[src/sv/ptc_udiv.sv]
// pipelined unsigned restoring divider, one quotient bit per stage
// carries an opaque sideband word alongside; no package dependency

module ptc_udiv #(
    parameter int NW = 32,
    parameter int DW = 32,
    parameter int SW = 1
) (
    input  logic          i_clk,
    input  logic          i_rst_n,
    input  logic          i_valid,
    input  logic [NW-1:0] i_num,
    input  logic [DW-1:0] i_den,
    input  logic [SW-1:0] i_side,
    output logic          o_valid,
    output logic [NW-1:0] o_quo,
    output logic [SW-1:0] o_side
);

    logic          r_valid [NW];
    logic [NW-1:0] r_num   [NW];
    logic [DW-1:0] r_den   [NW];
    logic [DW-1:0] r_rem   [NW];
    logic [NW-1:0] r_quo   [NW];
    logic [SW-1:0] r_side  [NW];

    for (genvar k = 0; k < NW; k++) begin : g_stage
        logic          w_valid;
        logic [NW-1:0] w_num;
        logic [DW-1:0] w_den;
        logic [DW-1:0] w_rem;
        logic [NW-1:0] w_quo;
        logic [SW-1:0] w_side;
        logic [DW:0]   w_trial;
        logic [DW:0]   w_diff;
        logic          w_ge;
        logic [DW-1:0] n_rem;
        logic [NW-1:0] n_quo;

        if (k == 0) begin : g_first
            assign w_valid = i_valid;
            assign w_num   = i_num;
            assign w_den   = i_den;
            assign w_rem   = '0;
            assign w_quo   = '0;
            assign w_side  = i_side;
        end else begin : g_next
            assign w_valid = r_valid[k-1];
            assign w_num   = r_num[k-1];
            assign w_den   = r_den[k-1];
            assign w_rem   = r_rem[k-1];
            assign w_quo   = r_quo[k-1];
            assign w_side  = r_side[k-1];
        end

        always_comb begin
            w_trial = {w_rem, w_num[NW-1-k]};
            w_diff  = w_trial - {1'b0, w_den};
            w_ge    = (w_trial >= {1'b0, w_den});
            n_rem   = w_ge ? w_diff[DW-1:0] : w_trial[DW-1:0];
            n_quo   = w_quo;
            n_quo[NW-1-k] = w_ge;
        end

        always_ff @(posedge i_clk) begin
            if (!i_rst_n) begin
                r_valid[k] <= 1'b0;
            end else begin
                r_valid[k] <= w_valid;
            end
            r_num[k]  <= w_num;
            r_den[k]  <= w_den;
            r_rem[k]  <= n_rem;
            r_quo[k]  <= n_quo;
            r_side[k] <= w_side;
        end
    end

    assign o_valid = r_valid[NW-1];
    assign o_quo   = r_quo[NW-1];
    assign o_side  = r_side[NW-1];

endmodule

[config.mk]
export PLATFORM = sky130hd
export DESIGN_NAME = ptc_udiv
export DESIGN_NICKNAME = d
export VERILOG_FILES = /design/src/sv/ptc_udiv.sv
export SDC_FILE = /design/constraint.sdc
export NUM_CORES = 2
export LEC_CHECK = 0
export BUFFER_PORTS_ARGS = -buffer_cell sky130_fd_sc_hd__buf_2
export CORE_ASPECT_RATIO = 1.4
export CORE_MARGIN = 2
export CORE_UTILIZATION = 68
export CTS_CLUSTER_SIZE = 16
export DETAILED_ROUTE_END_ITERATION = 7
export MAX_ROUTING_LAYER = met4
export PLACE_DENSITY_LB_ADDON = 0.3
export SYNTH_ARGS = -nofsm -noshare
export SYNTH_HDL_FRONTEND = slang
export SYNTH_MEMORY_MAX_BITS = 65536
export SYNTH_SLANG_ARGS = --single-unit
export TNS_END_PERCENT = 50
[constraint.sdc]
create_clock -name i_clk -period 7.14 [get_ports i_clk]
set_input_delay 2.142 -clock i_clk [delete_from_list [all_inputs] [get_ports i_clk]]
set_output_delay 2.142 -clock i_clk [all_outputs]
set_load 0.01 [all_outputs]
## Word level (Yosys, flattened, before mapping)

Memories as Yosys holds them, arrays and structs flattened.
Index checks and enable logic that the tools add are counted.

| storage, ports and cells | value |
|---|---|
| output and inout bits | 34 |
| bits in writable memories | 4,160 |
| register bits | 0 |
| logic and storage cells | 168 |
| memories | 6 |

Memories:

| memory | depth | bits a word | read ports | clocked after memory_dff | write ports | line | text |
|---|---|---|---|---|---|---|---|
| r_den | 32 | 32 | 31 | 0 | 32 | 22 | `logic [DW-1:0] r_den [NW];` |
| r_num | 32 | 32 | 31 | 0 | 32 | 21 | `logic [NW-1:0] r_num [NW];` |
| r_quo | 32 | 32 | 32 | 0 | 32 | 24 | `logic [NW-1:0] r_quo [NW];` |
| r_rem | 32 | 32 | 31 | 0 | 32 | 23 | `logic [DW-1:0] r_rem [NW];` |
| r_side | 32 | 1 | 32 | 0 | 32 | 25 | `logic [SW-1:0] r_side [NW];` |
| r_valid | 32 | 1 | 32 | 0 | 32 | 20 | `logic r_valid [NW];` |

| operators by class | value |
|---|---|
| mux-type cells | 66 |
| bitwise operators | 32 |
| magnitude comparators | 32 |
| add/sub/neg operators | 32 |

Operators by type and width:

| operator | number |
|---|---|
| $mux 32 | 32 |
| $ge 33x32->1 | 31 |
| $sub 32x32->32 | 31 |
| $mux 1 | 34 |
| $ge 1x32->1 | 1 |
| $or 1x1->1 | 32 |
| $sub 1x32->32 | 1 |

## Logic depth before layout (Yosys ltp)

An unclocked memory read counts as a cell.

| logic depth | value |
|---|---|
| depth in word-level cells | 3 |
| gate-level depth with buffers | 16 |

## Worst setup path before layout

OpenSTA, ideal clock, no wires.

| timing | value |
|---|---|
| kind | in2reg |
| start | input port i_den[29] |
| end | memory r_rem[0][0] |
| path slack | 3.110 ns |
| required time | 7.068 ns |
| path buffers | 1 |
| setup time | 0.072 ns |
| stages | 6 |
| arrival time | 3.958 ns |
| path through | nor4_1 nand4_1 nor3_1 nor3b_1 clkbuf_1 mux2i_1 |

RTL lines:

| item | line | text |
|---|---|---|
| start: declaration | 13 | `input logic [DW-1:0] i_den,` |
| end: declaration | 23 |  |

==> results.sh <==
export IMPL_outcome="complete, but fails checks"
export IMPL_violations="design-rule violations"
export IMPL_drt_iter0_drc=7758
export IMPL_viasPerCell=6.04
export IMPL_ir_drop_v=0.000335
export IMPL_final_nets=14000
export IMPL_synthMuxAreaShare_pct=4.03
export IMPL_cts_root_buf="clkbuf_16"
export IMPL_wl_um=338000
export IMPL_die_x_um=367
export IMPL_io_buffer_count=101
export IMPL_cts_setup_buffers=0
export IMPL_tightest_slew_ns=1.26
export IMPL_die_h_um=512
export IMPL_critPathLaunchType="register"
export IMPL_drcViolationCount=1
export IMPL_slew_viol_final=0
export IMPL_fp_coreArea_um2=183000
export IMPL_synth_xor_xnor_area_share_pct=5.59
export IMPL_place_congestion=1.03
export IMPL_dp_hpwl_um=250000
export IMPL_min_path_type="reg -> reg"
export IMPL_synthAdderAreaFrac_pct=10.4
export IMPL_maxCapViolations=0
export IMPL_syn_area_per_cell_um2=9.79
export IMPL_skew_ns=0.0733
export IMPL_cts_buffer_depth=4
export IMPL_p_leak_nw=65.3
export IMPL_grt_pass1_vias=95900
export IMPL_antenna_found_initial=12
export IMPL_layout_drive_gt1_share_pct=7.95
export IMPL_synth_ff_type="dfxtp_1"
export IMPL_netlist_instances=12800
export IMPL_num_vias=93900
export IMPL_yosysUniqueCellTypes=91
export IMPL_setup_tns_ns=0
export IMPL_finalCriticalPeriod_ns=4.88
export IMPL_end_kind="register"
export IMPL_path_max_fanout=33
export IMPL_regArea_um2=61500
export IMPL_cp_arrival_ns=5.61
export IMPL_clock_sinks=3072
export IMPL_cts_tree="done"
export IMPL_cts_buffers=284
export IMPL_setup_viol=0
export IMPL_finalHoldWorstSlack_ns=0.277
export IMPL_finalCritPeriodShare_pct=68.4
export IMPL_start_util_pct=68.4
export IMPL_synth_seq_cells=3072
export IMPL_reg2regPathDepth=13
export IMPL_wl_per_cell_um=21.7
export IMPL_drtAntennaViolNets=0
export IMPL_ys_seq_area_share_pct=49.1
export IMPL_p_per_area_nw_per_um2=306
export IMPL_async_reset_ff_share_pct=0
export IMPL_yosysWarningCount=0
export IMPL_crit_start="r_den[0][417]"
export IMPL_synth_edff_count=0
export IMPL_overflow=0
export IMPL_timing_rr_start="r_den[0][417]"
export IMPL_grt_setup_unrepaired="false"
export IMPL_grt_pass1_wl_um=524000
export IMPL_grt_max_degree=64
export IMPL_r2r_slack_ns=2.26
export IMPL_fillers=12400
export IMPL_grt_use_total_pct=36.2
export IMPL_rr_endpoint="r_rem[0][463]"
export IMPL_dr_pass1_iters=8
export IMPL_area_delta_synth_final_pct=9.84
export IMPL_postCtsHoldBufs=0
export IMPL_crit_end="r_rem[0][463]"
export IMPL_fmax_mhz=205
export IMPL_synth_simple_gate_area_share_pct=10.2
export IMPL_slew_headroom_pct=15.8
export IMPL_cts_resized_gates=0
export IMPL_clk_pin_slew_worst_paths_ns=0.07
export IMPL_hold_viol_final=0
export IMPL_htree_levels=5
export IMPL_die_area_um2=188000
export IMPL_required_ns=7.86
export IMPL_synth_top_family_by_area="compound AO/OA/AOI/OAI gates"
export IMPL_io_pin_count=102
export IMPL_multi_input_area_um2=58100
export IMPL_insertion_delay_ns=0.89
export IMPL_rows=186
export IMPL_synth_nets=13900
export IMPL_crit_type="reg -> reg"
export IMPL_synth_area_um2=125000
export IMPL_synth_compound_area_share_pct=15.9
through the flow:
stage	cells	util, %	worst slack [ns]	cell area (um^2)	total power, mW
final	15600	75.1	2.26	138000	42.2
after global routing	15500	75.1	1.77	138000	43.8
after CTS	15500	75.1	2.31	138000	42.2
after detailed placement	15000	69.9	2.36	128000	26.6
after global placement	15000	69.9	2.50	128000	26.3
after floorplan	12800	-	3.11	125000	24.6
synth_stat cells (89+ instances only):
| master | n | area [um^2] |
|---|---|---|
| dfxtp_1 | 3072 | 61500 |
| nand2b_1 | 156 | 976 |
| o21a_1 | 107 | 803 |
| nor2b_1 | 175 | 1090 |
| ha_1 | 994 | 12400 |
| nand4_1 | 178 | 1110 |
| nor3_1 | 131 | 656 |
| nor2_1 | 541 | 2030 |
| mux2_2 | 370 | 4170 |
| a21o_1 | 513 | 3850 |
| clkbuf_1 | 282 | 1060 |
| nand3_1 | 184 | 921 |
| xnor2_1 | 452 | 3960 |
| a31oi_1 | 89 | 557 |
| o21bai_1 | 113 | 848 |
| xor2_1 | 347 | 3040 |
| o21ai_0 | 836 | 4180 |
| inv_1 | 1240 | 4650 |
| a21oi_1 | 900 | 4500 |
| nand2_1 | 985 | 3700 |
cell families after synthesis:
logic type,Yosys count
AO/OA/AOI/OAI,3194
XOR/XNOR,799
adder cells (fa/ha/maj),1024
buffers and inverters,1572
flip-flops,3072
multiplexers,453
AND/OR/NAND/NOR,2685
cell type report:
cell class	instances	share of cell area, %
diodes	18	0.0327
clock buffers	389	5.94
clock inverters	98	0.999
inverters	1241	3.39
multi-input cells	8155	42.2
flip-flops and latches	3072	44.7
well taps	2444	2.22
repair buffers	133	0.542
power breakdown:
group	switching [mW]	internal, mW	total [mW]
Clock	6.56	9.01	15.6
Sequential	0.811	18.3	19.1
Combinational	4.39	3.12	7.51
Total	11.8	30.4	42.2
critical path, stage by stage (launching register included):
cell	delay, ns
dfxtp_1	0.37
inv_1	0.06
ha_1	0.31
nor2b_1	0.15
o31ai_1	0.39
a21oi_1	0.21
o211ai_1	0.33
o221ai_1	0.27
a21oi_1	0.26
nand2_1	0.19
a211o_1	0.33
a311oi_4	1.09
buf_4	0.44
mux2_2	0.36
placed cells by master, fill, tap and decap left out, types with 347 or more instances in the layout:
master,n
xnor2_1,452
a21oi_1,895
inv_1,1240
xor2_1,347
dfxtp_1,3072
nor2_1,541
o21ai_0,835
a21o_1,512
mux2_2,370
ha_1,994
nand2_1,985
flip-flops by register name (all words and copies together), names as in the netlist:
signal,count
r_den,992
r_quo,528
r_valid,32
r_rem,992
r_side,32
r_num,496
worst min path at each step:
stage / from / cells after the start / endpoint / slack (ns)
after floorplan: r_num[0][68] / 0 / r_num[0][100] / 0.31
after global placement: r_quo[1][274] / 0 / r_quo[1][306] / 0.31
after detailed placement: r_num[0][76] / 0 / r_num[0][108] / 0.31
after CTS: r_num[1][291] / 0 / r_num[1][323] / 0.28
after global routing: r_num[1][291] / 0 / r_num[1][323] / 0.29
final: r_num[1][291] / 0 / r_num[1][323] / 0.28
layer usage:
layer / track usage [%] / vias up / part of all wire, % / wire, um
met3: 5.61 / 1728 / 5.8 / 19500
met2: 62.8 / 4053 / 50 / 168000
met5: - / - / 0 / 0
met1: 37.6 / 43900 / 36 / 123000
met4: 25.5 / 0 / 8.2 / 27700
li1: - / 44300 / - / -
Power figures use the tool's default switching activity.
